### config.mk
export PLATFORM = sky130hd
export DESIGN_NAME = magnetometer_minmax_normalizer_core
export DESIGN_NICKNAME = d
export VERILOG_FILES = /design/src/sv/mmn_pkg.sv /design/src/sv/magnetometer_minmax_normalizer_core.sv /design/src/sv/mmn_front.sv /design/src/sv/mmn_queue.sv /design/src/sv/mmn_divider.sv /design/src/sv/mmn_back.sv
export SDC_FILE = /design/constraint.sdc
export NUM_CORES = 2
export LEC_CHECK = 0
export BUFFER_PORTS_ARGS = -buffer_cell sky130_fd_sc_hd__buf_2
export CAP_MARGIN = 20
export CORE_MARGIN = 1.5
export CORE_UTILIZATION = 26
export CTS_CLUSTER_SIZE = 25
export DETAILED_ROUTE_END_ITERATION = 16
export PLACE_DENSITY = 0.45
export SKIP_LAST_GASP = 1
export SYNTH_ARGS = -nofsm -noshare
export SYNTH_HDL_FRONTEND = slang
export SYNTH_SLANG_ARGS = --single-unit
### constraint.sdc
create_clock -name clock -period 11.9 [get_ports clock]
set_input_delay 0.595 -clock clock [delete_from_list [all_inputs] [get_ports clock]]
set_output_delay 0.595 -clock clock [all_outputs]
set_load 0.02 [all_outputs]
### src/sv/mmn_pkg.sv
// Shared types and constants for the magnetometer min/max normalizer.
`default_nettype none

package mmn_pkg;

   localparam int AXES   = 3;
   localparam int AXIS_W = 2;
   localparam int RAW_W  = 16;
   localparam int EXT_W  = 17;
   localparam int DIFF_W = 18;
   localparam int PROD_W = 31;
   localparam int QUO_W  = 32;

   localparam logic signed [EXT_W-1:0] RESET_MIN     = 17'sd32760;
   localparam logic signed [EXT_W-1:0] RESET_MAX     = -17'sd32760;
   localparam logic signed [EXT_W-1:0] CAL_START_MIN = 17'sd32000;
   localparam logic signed [EXT_W-1:0] CAL_START_MAX = -17'sd32000;
   localparam logic signed [14:0]      NORM_SCALE    = 15'sd10000;
   localparam logic signed [13:0]      NORM_OFFSET   = 14'sd5000;

   typedef enum logic [1:0] {
      REQ_SAMPLE    = 2'd0,
      REQ_CAL_START = 2'd1,
      REQ_CAL_END   = 2'd2,
      REQ_LOAD      = 2'd3
   } req_kind_type;

   typedef enum logic [2:0] {
      ST_IDLE,
      ST_EXEC,
      ST_MUL,
      ST_START,
      ST_DIV,
      ST_DONE
   } back_state_type;

   // one classified request as it sits in the queue
   typedef struct packed {
      req_kind_type                     kind;
      logic [AXES-1:0][RAW_W-1:0]       val;   // sample (remapped) or minima
      logic [AXES-1:0][RAW_W-1:0]       lim;   // maxima for a load
   } cmd_type;

   typedef struct packed {
      logic [AXES-1:0][RAW_W-1:0] norm;
      logic [AXES-1:0][EXT_W-1:0] ext_min;
      logic [AXES-1:0][EXT_W-1:0] ext_max;
      logic                       calibrating;
      logic                       span_zero;
   } rsp_fields_type;

endpackage

`default_nettype wire

### src/sv/magnetometer_minmax_normalizer_core.sv
// Top level of the magnetometer min/max normalizer core.
//
//  channel  dir  handshake              payload
//  csr      in   csr_valid/csr_ready    csr_data: sensor_variant
//  req      in   req_tvalid/req_tready  req_tdata: six axis words, req_tuser: req_type
//  rsp      out  rsp_tvalid/rsp_tready  rsp_tdata: norms, extremes, flags
//
// A sample beat passes through the back end as pop, execute, then per axis a
// multiply, divider launch, the shared two-bit-per-cycle divider and write-back,
// and finally result load; an axis with zero span skips the divider.
// Other request types go through pop, execute and result load only.
// Reset is synchronous; extremes return to +/-32760, calibration off.
// The command queue keeps taking beats, until it is full, while the back end
// works or the result register waits for rsp_tready.
`default_nettype none

module magnetometer_minmax_normalizer_core #(
   parameter int QUEUE_DEPTH = 2
) (
   input  wire logic          clock,
   input  wire logic          reset,
   input  wire logic          csr_valid,
   output logic               csr_ready,
   input  wire logic          csr_data,      // sensor_variant
   input  wire logic          req_tvalid,
   output logic               req_tready,
   // raw_x, raw_y, raw_z, load_max_x, load_max_y, load_max_z
   input  wire logic [95:0]   req_tdata,
   input  wire logic [1:0]    req_tuser,     // req_type
   output logic               rsp_tvalid,
   input  wire logic          rsp_tready,
   // norm_x, norm_y, norm_z, ext_min_x, ext_max_x, ext_min_y, ext_max_y,
   // ext_min_z, ext_max_z, calibrating, span_zero
   output logic [151:0]       rsp_tdata
);

   mmn_pkg::cmd_type          push_cmd;
   mmn_pkg::cmd_type          pop_cmd;
   mmn_pkg::rsp_fields_type   rsp;
   logic                      push;
   logic                      pop;
   logic                      q_full;
   logic                      q_empty;

   mmn_front u_front (
      .clock      (clock),
      .reset      (reset),
      .csr_valid  (csr_valid),
      .csr_ready  (csr_ready),
      .csr_data   (csr_data),
      .req_valid  (req_tvalid),
      .req_ready  (req_tready),
      .req_kind   (req_tuser),
      .req_raw    (req_tdata[47:0]),
      .req_lim    (req_tdata[95:48]),
      .queue_full (q_full),
      .push       (push),
      .push_cmd   (push_cmd)
   );

   mmn_queue #(
      .DEPTH (QUEUE_DEPTH)
   ) u_queue (
      .clock    (clock),
      .reset    (reset),
      .push     (push),
      .push_cmd (push_cmd),
      .full     (q_full),
      .pop      (pop),
      .empty    (q_empty),
      .pop_cmd  (pop_cmd)
   );

   mmn_back u_back (
      .clock     (clock),
      .reset     (reset),
      .q_empty   (q_empty),
      .q_pop     (pop),
      .q_cmd     (pop_cmd),
      .rsp_valid (rsp_tvalid),
      .rsp_ready (rsp_tready),
      .rsp       (rsp)
   );

   assign rsp_tdata[15:0]    = rsp.norm[0];
   assign rsp_tdata[31:16]   = rsp.norm[1];
   assign rsp_tdata[47:32]   = rsp.norm[2];
   assign rsp_tdata[64:48]   = rsp.ext_min[0];
   assign rsp_tdata[81:65]   = rsp.ext_max[0];
   assign rsp_tdata[98:82]   = rsp.ext_min[1];
   assign rsp_tdata[115:99]  = rsp.ext_max[1];
   assign rsp_tdata[132:116] = rsp.ext_min[2];
   assign rsp_tdata[149:133] = rsp.ext_max[2];
   assign rsp_tdata[150]     = rsp.calibrating;
   assign rsp_tdata[151]     = rsp.span_zero;

endmodule

`default_nettype wire

### src/sv/mmn_front.sv
// Front end: sensor variant register, request intake and axis remap.
`default_nettype none

module mmn_front (
   input  wire logic                                              clock,
   input  wire logic                                              reset,
   input  wire logic                                              csr_valid,
   output logic                                                   csr_ready,
   input  wire logic                                              csr_data,
   input  wire logic                                              req_valid,
   output logic                                                   req_ready,
   input  wire logic [1:0]                                        req_kind,
   input  wire logic [mmn_pkg::AXES-1:0][mmn_pkg::RAW_W-1:0]      req_raw,
   input  wire logic [mmn_pkg::AXES-1:0][mmn_pkg::RAW_W-1:0]      req_lim,
   input  wire logic                                              queue_full,
   output logic                                                   push,
   output mmn_pkg::cmd_type                                       push_cmd
);

   localparam int RAW_W = mmn_pkg::RAW_W;
   localparam logic [RAW_W-1:0] MOST_NEG = {1'b1, {(RAW_W-1){1'b0}}};
   localparam logic [RAW_W-1:0] MOST_POS = {1'b0, {(RAW_W-1){1'b1}}};

   logic variant_ff;
   logic variant_in;

   assign csr_ready = 1'b1;
   assign req_ready = !queue_full;
   assign push      = req_valid && !queue_full;

   always_comb begin
      variant_in = variant_ff;
      if (csr_valid) begin
         variant_in = csr_data;
      end
   end

   always_ff @(posedge clock) begin
      if (reset) begin
         variant_ff <= 1'b0;
      end else begin
         variant_ff <= variant_in;
      end
   end

   // alternate part: x' = y, y' = -x with the negation saturating
   always_comb begin
      push_cmd.kind = mmn_pkg::req_kind_type'(req_kind);
      push_cmd.val  = req_raw;
      push_cmd.lim  = req_lim;
      if (variant_ff && push_cmd.kind == mmn_pkg::REQ_SAMPLE) begin
         push_cmd.val[0] = req_raw[1];
         push_cmd.val[1] = (req_raw[0] == MOST_NEG) ? MOST_POS : ('0 - req_raw[0]);
      end
   end

endmodule

`default_nettype wire

### src/sv/mmn_queue.sv
// Short command queue between the front end and the back end.
`default_nettype none

module mmn_queue #(
   parameter int DEPTH = 2
) (
   input  wire logic             clock,
   input  wire logic             reset,
   input  wire logic             push,
   input  mmn_pkg::cmd_type      push_cmd,
   output logic                  full,
   input  wire logic             pop,
   output logic                  empty,
   output mmn_pkg::cmd_type      pop_cmd
);

   localparam int IDX_W = $clog2(DEPTH);
   localparam int CNT_W = $clog2(DEPTH + 1);

   mmn_pkg::cmd_type  slot_ff [DEPTH];
   logic [IDX_W-1:0]  wr_ff, wr_in;
   logic [IDX_W-1:0]  rd_ff, rd_in;
   logic [CNT_W-1:0]  count_ff, count_in;

   assign full    = (count_ff == CNT_W'(DEPTH));
   assign empty   = (count_ff == '0);
   assign pop_cmd = slot_ff[rd_ff];

   always_comb begin
      wr_in    = wr_ff;
      rd_in    = rd_ff;
      count_in = count_ff + CNT_W'(push) - CNT_W'(pop);
      if (push) begin
         wr_in = (wr_ff == IDX_W'(DEPTH - 1)) ? '0 : wr_ff + 1'b1;
      end
      if (pop) begin
         rd_in = (rd_ff == IDX_W'(DEPTH - 1)) ? '0 : rd_ff + 1'b1;
      end
   end

   always_ff @(posedge clock) begin
      if (reset) begin
         wr_ff    <= '0;
         rd_ff    <= '0;
         count_ff <= '0;
      end else begin
         wr_ff    <= wr_in;
         rd_ff    <= rd_in;
         count_ff <= count_in;
      end
   end

   always_ff @(posedge clock) begin
      if (push) begin
         slot_ff[wr_ff] <= push_cmd;
      end
   end

   a_no_overflow: assert property (@(posedge clock) disable iff (reset)
      push |-> (count_ff < CNT_W'(DEPTH)))
      else $error("queue written while full");

   a_no_underflow: assert property (@(posedge clock) disable iff (reset)
      pop |-> (count_ff != '0))
      else $error("queue read while empty");

endmodule

`default_nettype wire

### src/sv/mmn_divider.sv
// Signed restoring divider, two quotient bits per cycle, truncates toward zero.
`default_nettype none

module mmn_divider (
   input  wire logic                                clock,
   input  wire logic                                reset,
   input  wire logic                                start,
   input  wire logic signed [mmn_pkg::PROD_W-1:0]   dividend,
   input  wire logic signed [mmn_pkg::DIFF_W-1:0]   divisor,
   output logic                                     busy,
   output logic                                     done,
   output logic signed [mmn_pkg::QUO_W-1:0]         quotient
);

   localparam int MAG_W  = mmn_pkg::QUO_W;
   localparam int DMAG_W = mmn_pkg::DIFF_W;
   localparam int REM_W  = DMAG_W + 1;
   localparam int ACC_W  = REM_W + MAG_W;
   localparam int ITER   = MAG_W / 2;
   localparam int CNT_W  = $clog2(ITER);

   // one restoring step: shift in the next dividend bit, subtract if it fits
   function automatic logic [ACC_W-1:0] div_step(input logic [ACC_W-1:0] acc,
                                                 input logic [DMAG_W-1:0] d);
      logic [ACC_W-1:0] sh;
      logic [REM_W-1:0] r;
      logic [MAG_W-1:0] q;
      sh = acc << 1;
      r  = sh[ACC_W-1:MAG_W];
      q  = sh[MAG_W-1:0];
      if (r >= REM_W'(d)) begin
         r    = r - REM_W'(d);
         q[0] = 1'b1;
      end
      return {r, q};
   endfunction

   logic [ACC_W-1:0]         acc_ff, acc_in;
   logic [DMAG_W-1:0]        dmag_ff, dmag_in;
   logic                     neg_ff, neg_in;
   logic [CNT_W-1:0]         cnt_ff, cnt_in;
   logic                     busy_ff, busy_in;
   logic                     done_ff, done_in;
   logic signed [MAG_W-1:0]  dvd_ext;
   logic signed [REM_W-1:0]  dvs_ext;
   logic [MAG_W-1:0]         dvd_mag;
   logic [REM_W-1:0]         dvs_mag;
   logic [ACC_W-1:0]         acc_one;
   logic [MAG_W-1:0]         quo_mag;

   assign busy     = busy_ff;
   assign done     = done_ff;
   assign quo_mag  = acc_ff[MAG_W-1:0];
   assign quotient = neg_ff ? $signed('0 - quo_mag) : $signed(quo_mag);

   always_comb begin
      dvd_ext = MAG_W'(dividend);
      dvs_ext = REM_W'(divisor);
      dvd_mag = dvd_ext[MAG_W-1] ? MAG_W'('0 - dvd_ext) : MAG_W'(dvd_ext);
      dvs_mag = dvs_ext[REM_W-1] ? REM_W'('0 - dvs_ext) : REM_W'(dvs_ext);
      acc_one = div_step(acc_ff, dmag_ff);

      acc_in  = acc_ff;
      dmag_in = dmag_ff;
      neg_in  = neg_ff;
      cnt_in  = cnt_ff;
      busy_in = busy_ff;
      done_in = 1'b0;
      if (start) begin
         acc_in  = {{REM_W{1'b0}}, dvd_mag};
         dmag_in = dvs_mag[DMAG_W-1:0];
         neg_in  = dividend[mmn_pkg::PROD_W-1] ^ divisor[DMAG_W-1];
         cnt_in  = '0;
         busy_in = 1'b1;
      end else if (busy_ff) begin
         acc_in = div_step(acc_one, dmag_ff);
         cnt_in = cnt_ff + 1'b1;
         if (cnt_ff == CNT_W'(ITER - 1)) begin
            busy_in = 1'b0;
            done_in = 1'b1;
         end
      end
   end

   always_ff @(posedge clock) begin
      if (reset) begin
         busy_ff <= 1'b0;
         done_ff <= 1'b0;
         cnt_ff  <= '0;
      end else begin
         busy_ff <= busy_in;
         done_ff <= done_in;
         cnt_ff  <= cnt_in;
      end
   end

   always_ff @(posedge clock) begin
      acc_ff  <= acc_in;
      dmag_ff <= dmag_in;
      neg_ff  <= neg_in;
   end

endmodule

`default_nettype wire

### src/sv/mmn_back.sv
// Back end: calibration state, per-axis normalize sequencer, result register.
`default_nettype none

module mmn_back (
   input  wire logic                 clock,
   input  wire logic                 reset,
   input  wire logic                 q_empty,
   output logic                      q_pop,
   input  mmn_pkg::cmd_type          q_cmd,
   output logic                      rsp_valid,
   input  wire logic                 rsp_ready,
   output mmn_pkg::rsp_fields_type   rsp
);

   localparam int AXES   = mmn_pkg::AXES;
   localparam int AXIS_W = mmn_pkg::AXIS_W;
   localparam int RAW_W  = mmn_pkg::RAW_W;
   localparam int EXT_W  = mmn_pkg::EXT_W;
   localparam int DIFF_W = mmn_pkg::DIFF_W;
   localparam int PROD_W = mmn_pkg::PROD_W;
   localparam int QUO_W  = mmn_pkg::QUO_W;
   localparam logic [AXIS_W-1:0] LAST_AXIS = AXIS_W'(AXES - 1);

   typedef struct packed {
      logic pop;
      logic exec;
      logic mul;
      logic div_start;
      logic div_wr;
      logic out_load;
   } back_ctl_type;

   function automatic logic [RAW_W-1:0] sat16(input logic signed [QUO_W:0] v);
      logic signed [QUO_W:0] hi;
      logic signed [QUO_W:0] lo;
      hi = (QUO_W+1)'(32767);
      lo = -(QUO_W+1)'(32768);
      if (v > hi) begin
         return hi[RAW_W-1:0];
      end else if (v < lo) begin
         return lo[RAW_W-1:0];
      end
      return v[RAW_W-1:0];
   endfunction

   mmn_pkg::back_state_type         state_ff, state_in;
   back_ctl_type                    ctl;
   mmn_pkg::cmd_type                cmd_ff, cmd_in;
   logic signed [EXT_W-1:0]         min_ff [AXES];
   logic signed [EXT_W-1:0]         min_in [AXES];
   logic signed [EXT_W-1:0]         max_ff [AXES];
   logic signed [EXT_W-1:0]         max_in [AXES];
   logic [RAW_W-1:0]                last_ff [AXES];
   logic [RAW_W-1:0]                last_in [AXES];
   logic                            calib_ff, calib_in;
   logic                            zero_ff, zero_in;
   logic [AXIS_W-1:0]               axis_ff, axis_in;
   logic signed [PROD_W-1:0]        prod_ff, prod_in;
   logic signed [DIFF_W-1:0]        den_ff, den_in;
   logic                            out_valid_ff, out_valid_in;
   mmn_pkg::rsp_fields_type         out_ff, out_in;

   logic signed [RAW_W-1:0]         a_sel;
   logic signed [DIFF_W-1:0]        num_w;
   logic signed [DIFF_W-1:0]        den_w;
   logic signed [PROD_W-1:0]        prod_w;
   logic signed [QUO_W:0]           norm_w;
   logic signed [RAW_W-1:0]         a_ax;

   logic                            div_busy;
   logic                            div_done;
   logic signed [QUO_W-1:0]         div_quo;

   mmn_divider u_div (
      .clock    (clock),
      .reset    (reset),
      .start    (ctl.div_start),
      .dividend (prod_ff),
      .divisor  (den_ff),
      .busy     (div_busy),
      .done     (div_done),
      .quotient (div_quo)
   );

   assign q_pop     = ctl.pop;
   assign rsp_valid = out_valid_ff;
   assign rsp       = out_ff;

   // next state
   always_comb begin
      state_in = state_ff;
      case (state_ff)
         mmn_pkg::ST_IDLE: begin
            if (!q_empty) state_in = mmn_pkg::ST_EXEC;
         end
         mmn_pkg::ST_EXEC: begin
            state_in = (cmd_ff.kind == mmn_pkg::REQ_SAMPLE) ? mmn_pkg::ST_MUL
                                                             : mmn_pkg::ST_DONE;
         end
         mmn_pkg::ST_MUL: begin
            if (den_w != '0) begin
               state_in = mmn_pkg::ST_START;
            end else if (axis_ff == LAST_AXIS) begin
               state_in = mmn_pkg::ST_DONE;
            end
         end
         mmn_pkg::ST_START: begin
            state_in = mmn_pkg::ST_DIV;
         end
         mmn_pkg::ST_DIV: begin
            if (div_done) begin
               state_in = (axis_ff == LAST_AXIS) ? mmn_pkg::ST_DONE : mmn_pkg::ST_MUL;
            end
         end
         mmn_pkg::ST_DONE: begin
            if (!out_valid_ff || rsp_ready) state_in = mmn_pkg::ST_IDLE;
         end
         default: begin
            state_in = mmn_pkg::ST_IDLE;
         end
      endcase
   end

   // controls
   always_comb begin
      ctl = '0;
      case (state_ff)
         mmn_pkg::ST_IDLE:  ctl.pop       = !q_empty;
         mmn_pkg::ST_EXEC:  ctl.exec      = 1'b1;
         mmn_pkg::ST_MUL:   ctl.mul       = 1'b1;
         mmn_pkg::ST_START: ctl.div_start = 1'b1;
         mmn_pkg::ST_DIV:   ctl.div_wr    = div_done;
         mmn_pkg::ST_DONE:  ctl.out_load  = !out_valid_ff || rsp_ready;
         default:           ctl           = '0;
      endcase
   end

   // datapath for the current axis
   always_comb begin
      a_sel  = $signed(cmd_ff.val[axis_ff]);
      num_w  = DIFF_W'(a_sel) - DIFF_W'(min_ff[axis_ff]);
      den_w  = DIFF_W'(max_ff[axis_ff]) - DIFF_W'(min_ff[axis_ff]);
      prod_w = num_w * mmn_pkg::NORM_SCALE;
      norm_w = (QUO_W+1)'(div_quo) - (QUO_W+1)'(mmn_pkg::NORM_OFFSET);
   end

   always_comb begin
      cmd_in       = cmd_ff;
      min_in       = min_ff;
      max_in       = max_ff;
      last_in      = last_ff;
      calib_in     = calib_ff;
      zero_in      = zero_ff;
      axis_in      = axis_ff;
      prod_in      = prod_ff;
      den_in       = den_ff;
      out_in       = out_ff;
      out_valid_in = out_valid_ff;
      a_ax         = '0;

      if (ctl.pop) cmd_in = q_cmd;

      if (ctl.exec) begin
         zero_in = 1'b0;
         axis_in = '0;
         case (cmd_ff.kind)
            mmn_pkg::REQ_SAMPLE: begin
               // both tests look at the old extremes
               if (calib_ff) begin
                  for (int i = 0; i < AXES; i++) begin
                     a_ax = $signed(cmd_ff.val[i]);
                     if (EXT_W'(a_ax) > max_ff[i]) max_in[i] = EXT_W'(a_ax) + EXT_W'(1);
                     if (EXT_W'(a_ax) < min_ff[i]) min_in[i] = EXT_W'(a_ax) - EXT_W'(1);
                  end
               end
            end
            mmn_pkg::REQ_CAL_START: begin
               if (!calib_ff) begin
                  for (int i = 0; i < AXES; i++) begin
                     min_in[i] = mmn_pkg::CAL_START_MIN;
                     max_in[i] = mmn_pkg::CAL_START_MAX;
                  end
                  calib_in = 1'b1;
               end
            end
            mmn_pkg::REQ_CAL_END: begin
               calib_in = 1'b0;
            end
            mmn_pkg::REQ_LOAD: begin
               for (int i = 0; i < AXES; i++) begin
                  min_in[i] = EXT_W'($signed(cmd_ff.val[i]));
                  max_in[i] = EXT_W'($signed(cmd_ff.lim[i]));
               end
            end
            default: begin
               calib_in = calib_ff;
            end
         endcase
      end

      if (ctl.mul) begin
         prod_in = prod_w;
         den_in  = den_w;
         if (den_w == '0) begin
            last_in[axis_ff] = '0;
            zero_in          = 1'b1;
            axis_in          = axis_ff + 1'b1;
         end
      end

      if (ctl.div_wr) begin
         last_in[axis_ff] = sat16(norm_w);
         axis_in          = axis_ff + 1'b1;
      end

      if (out_valid_ff && rsp_ready) out_valid_in = 1'b0;
      if (ctl.out_load) begin
         out_valid_in = 1'b1;
         for (int i = 0; i < AXES; i++) begin
            out_in.norm[i]    = last_ff[i];
            out_in.ext_min[i] = min_ff[i];
            out_in.ext_max[i] = max_ff[i];
         end
         out_in.calibrating = calib_ff;
         out_in.span_zero   = zero_ff;
      end
   end

   always_ff @(posedge clock) begin
      if (reset) begin
         state_ff     <= mmn_pkg::ST_IDLE;
         calib_ff     <= 1'b0;
         out_valid_ff <= 1'b0;
         for (int i = 0; i < AXES; i++) begin
            min_ff[i]  <= mmn_pkg::RESET_MIN;
            max_ff[i]  <= mmn_pkg::RESET_MAX;
            last_ff[i] <= '0;
         end
      end else begin
         state_ff     <= state_in;
         calib_ff     <= calib_in;
         out_valid_ff <= out_valid_in;
         min_ff       <= min_in;
         max_ff       <= max_in;
         last_ff      <= last_in;
      end
   end

   always_ff @(posedge clock) begin
      cmd_ff  <= cmd_in;
      zero_ff <= zero_in;
      axis_ff <= axis_in;
      prod_ff <= prod_in;
      den_ff  <= den_in;
      out_ff  <= out_in;
   end

   a_done_in_div: assert property (@(posedge clock) disable iff (reset)
      div_done |-> (state_ff == mmn_pkg::ST_DIV))
      else $error("divider finished outside the divide state");

   a_idle_div_quiet: assert property (@(posedge clock) disable iff (reset)
      (state_ff == mmn_pkg::ST_IDLE) |-> !div_busy)
      else $error("divider busy while back end idle");

   a_calib_only_exec: assert property (@(posedge clock) disable iff (reset)
      (state_ff != mmn_pkg::ST_EXEC) |=> $stable(calib_ff))
      else $error("calibration flag moved outside request execution");

endmodule

`default_nettype wire

==> reports/qor.txt <==
area grow syn2layout: 15.86%
Critical Path Fanout Max: 54
antenna viol nets, final: 0
Synth area leader: edfxtp_1
htree depth: 3
RSZ-0062 raised after global routing: no
relative slew slack: 26.17%
CTS tree: yes
share of the synthesized area in the top cell type: 39.27%
number of global-route vias before repair: 29,077
Fmax: 108.8 MHz
DP HPWL: 94.35 mm
Yosys cell types: 94
Post-Route WL: 125.6 mm
syn_nets: 4,273
port buffer count: 257
Critical-path top delay cell: dfxtp_2
flops & latches, synth: 729
Multi-input gate area: 19,690 um^2
via/cell ratio: 4.760
Top-Level Pins: 259
layout cell share with drive strength beyond 1: 16.15%
FP Rows: 146
CP Class: reg2reg
max-cap violations: 0
vias: 29,400
Post-synth top flop: edfxtp_1
required time worst endpoint: 12,300 ps
cts hold-fix bufs: 0
Total GRT Usage: 15.22%
Worst path max stage delay: 930 ps
DRT iter0 DRCs: 1,879
Setup Buffers After CTS: 0
Synth area leaders: edfxtp_1, dfxtp_1, ha_1
initial antenna violation count: 9
GP Congestion: 0.8734
Synth Instances: 3,835
ys async rst share: 0%
first-pass GRT wire length: 187.7 mm
Crit. End Element: flop
total CTS buffers: 85
Commonest cells post-synth: edfxtp_1, nand2_1, inv_1, ha_1, nor2_1
gr ovfl total: 0
DRC: 0
Final min period: 9193 ps
status: finished clean
Setup-failing EPs final: 0
register area share after synthesis: 48.30%
Detailed Routing Iterations Pass 1: 7
Syn Std Cell Area: 41,440 um^2
Core Box Area: 158,400 um^2
Post-synth EDFFs: 542
Tightest Hold Check Type: in2reg
CTS root buffer: clkbuf_16
Synth Area per Inst: 10.81 um^2
post-route clock period utilization: 77.25%
starting density of the core: 26.17%
Clock Tree Buf Depth: 3
Die Ht: 402.2 um
Max Slew Vio Count: 0
Hold Slack: 79.15 ps
clock latency on the worst-skew pair: 710 ps
worst slew pin tran: 1105 ps
wire per inst: 20.33 um
Antenna Cells: 0
Reg clk slew, reported paths: 60 ps
TNS Setup: 0 ps
critical path arrival: 9600 ps
Post-CTS Resized: 0
fillers: 16,352
Setup Skew: 51.75 ps
largest net degree at the start of global routing: 75
Fin. Hold Viols: 0
Final #Nets: 4,471
CP startpoint kind: flop
Register Area: 20,030 um^2
yosys warns: 0
most frequent cell after synthesis: edfxtp_1
die area: 161,800 um^2
clk sink count: 729
Chip Width: 402.2 um
## critical path, delay by kind of cell (launching register included)
kind | cells | cell delay [ps]
buffers and inverters | 4 | 780
xor gates and xnor gates | 2 | 690
AOI/OAI and AO/OA | 14 | 2950
DFF | 1 | 930
adders and majority gates | 8 | 3290
and+or+nand+nor | 2 | 270
## registers in the layout, summed over array words and instances, names as in the netlist, 4 cells and up
register	flops
u_back.max_ff	51
u_back.prod_ff	27
u_back.rsp	152
u_back.u_div.cnt_ff	4
u_back.den_ff	18
u_back.last_ff	48
u_back.min_ff	51
u_queue.slot_ff	196
u_back.cmd_ff	98
u_back.u_div.acc_ff	50
u_back.u_div.dmag_ff	18
## stage by stage
stage          std cells  area, um^2  util (%)  worst slack, ps
2_1_floorplan       3835       41450         -             4118
3_3_place_gp        6017       45010     28.42             2849
3_5_place_dp        6018       45020     28.43             2739
4_1_cts             6176       48010     30.32             2712
5_1_grt             6176       48010     30.32             2022
6_report            6176       48010     30.32             2707
## cell type report
cell class,instances,share of cell area (%)
Clock buffer,119,5.014
Tap cell,2072,5.399
Timing Repair Buffer,304,3.435
Sequential cell,729,41.71
Inverter,285,2.228
Clock inverter,39,1.217
Multi-Input combinational cell,2628,41.00
## cells in the final DEF, fill, tap and decap left out, types with 13 or more instances in the layout
cell,netlist,final
nor2_1,223,217
a31oi_1,14,14
o31ai_1,28,28
inv_1,284,283
a21oi_1,150,148
edfxtp_1,542,542
nand2_1,342,342
o21a_1,25,25
xor2_1,98,98
or4_1,21,21
nand2b_1,28,28
a21o_1,54,54
a211oi_1,39,39
nor4_1,33,32
a21boi_0,13,13
or2_2,33,33
fa_1,55,55
a22oi_1,27,27
clkbuf_16,0,87
xnor2_1,143,143
nor2b_1,32,32
o22a_1,15,15
o311a_1,15,15
o211ai_1,21,21
or3_1,35,35
nor3_1,87,87
nand4_1,40,40
buf_4,1,47
buf_2,3,256
clkbuf_1,165,21
nand3_1,106,105
and2_1,15,15
o21bai_1,13,13
o21ai_0,195,195
ha_1,279,278
and3_1,24,23
mux2i_1,109,109
dfxtp_1,187,184
mux2_2,147,147
## path summary, 6_finish.rpt
path	from	to	slack, ps	depth (start not counted)
worst max-delay path	u_back.axis_ff[0]	u_back.prod_ff[30]	2710	30
worst min-delay path	req_tdata[75]	u_queue.slot_ff[1][27]	80	1
worst max register to register	u_back.axis_ff[0]	u_back.prod_ff[30]	2710	30
worst min register to register	u_back.last_ff[19]	u_back.rsp[123]	430	0
## routing by layer
| layer | track usage [%] | share of wire [%] | vias to the layer above |
|---|---|---|---|
| li1 | - | - | 14325 |
| met1 | 20.57 | 46 | 14265 |
| met2 | 25.12 | 47 | 635 |
| met3 | 2.281 | 4.1 | 171 |
| met4 | 4.333 | 2.6 | 4 |
| met5 | 0 | 0.018 | - |
## cells by family after synthesis
group	share of synthesized area, %
buffers and inverters	4.459
flip-flops	48.30
AO/OA/AOI/OAI	12.16
XOR/XNOR	5.093
adder cells (fa/ha/maj)	11.08
other	0.009048
multiplexers	6.627
AND/OR/NAND/NOR	12.26
Power is left out: the tool's default activity adds up to more than one toggle a clock period on the data nets, which glitch-free logic cannot reach.
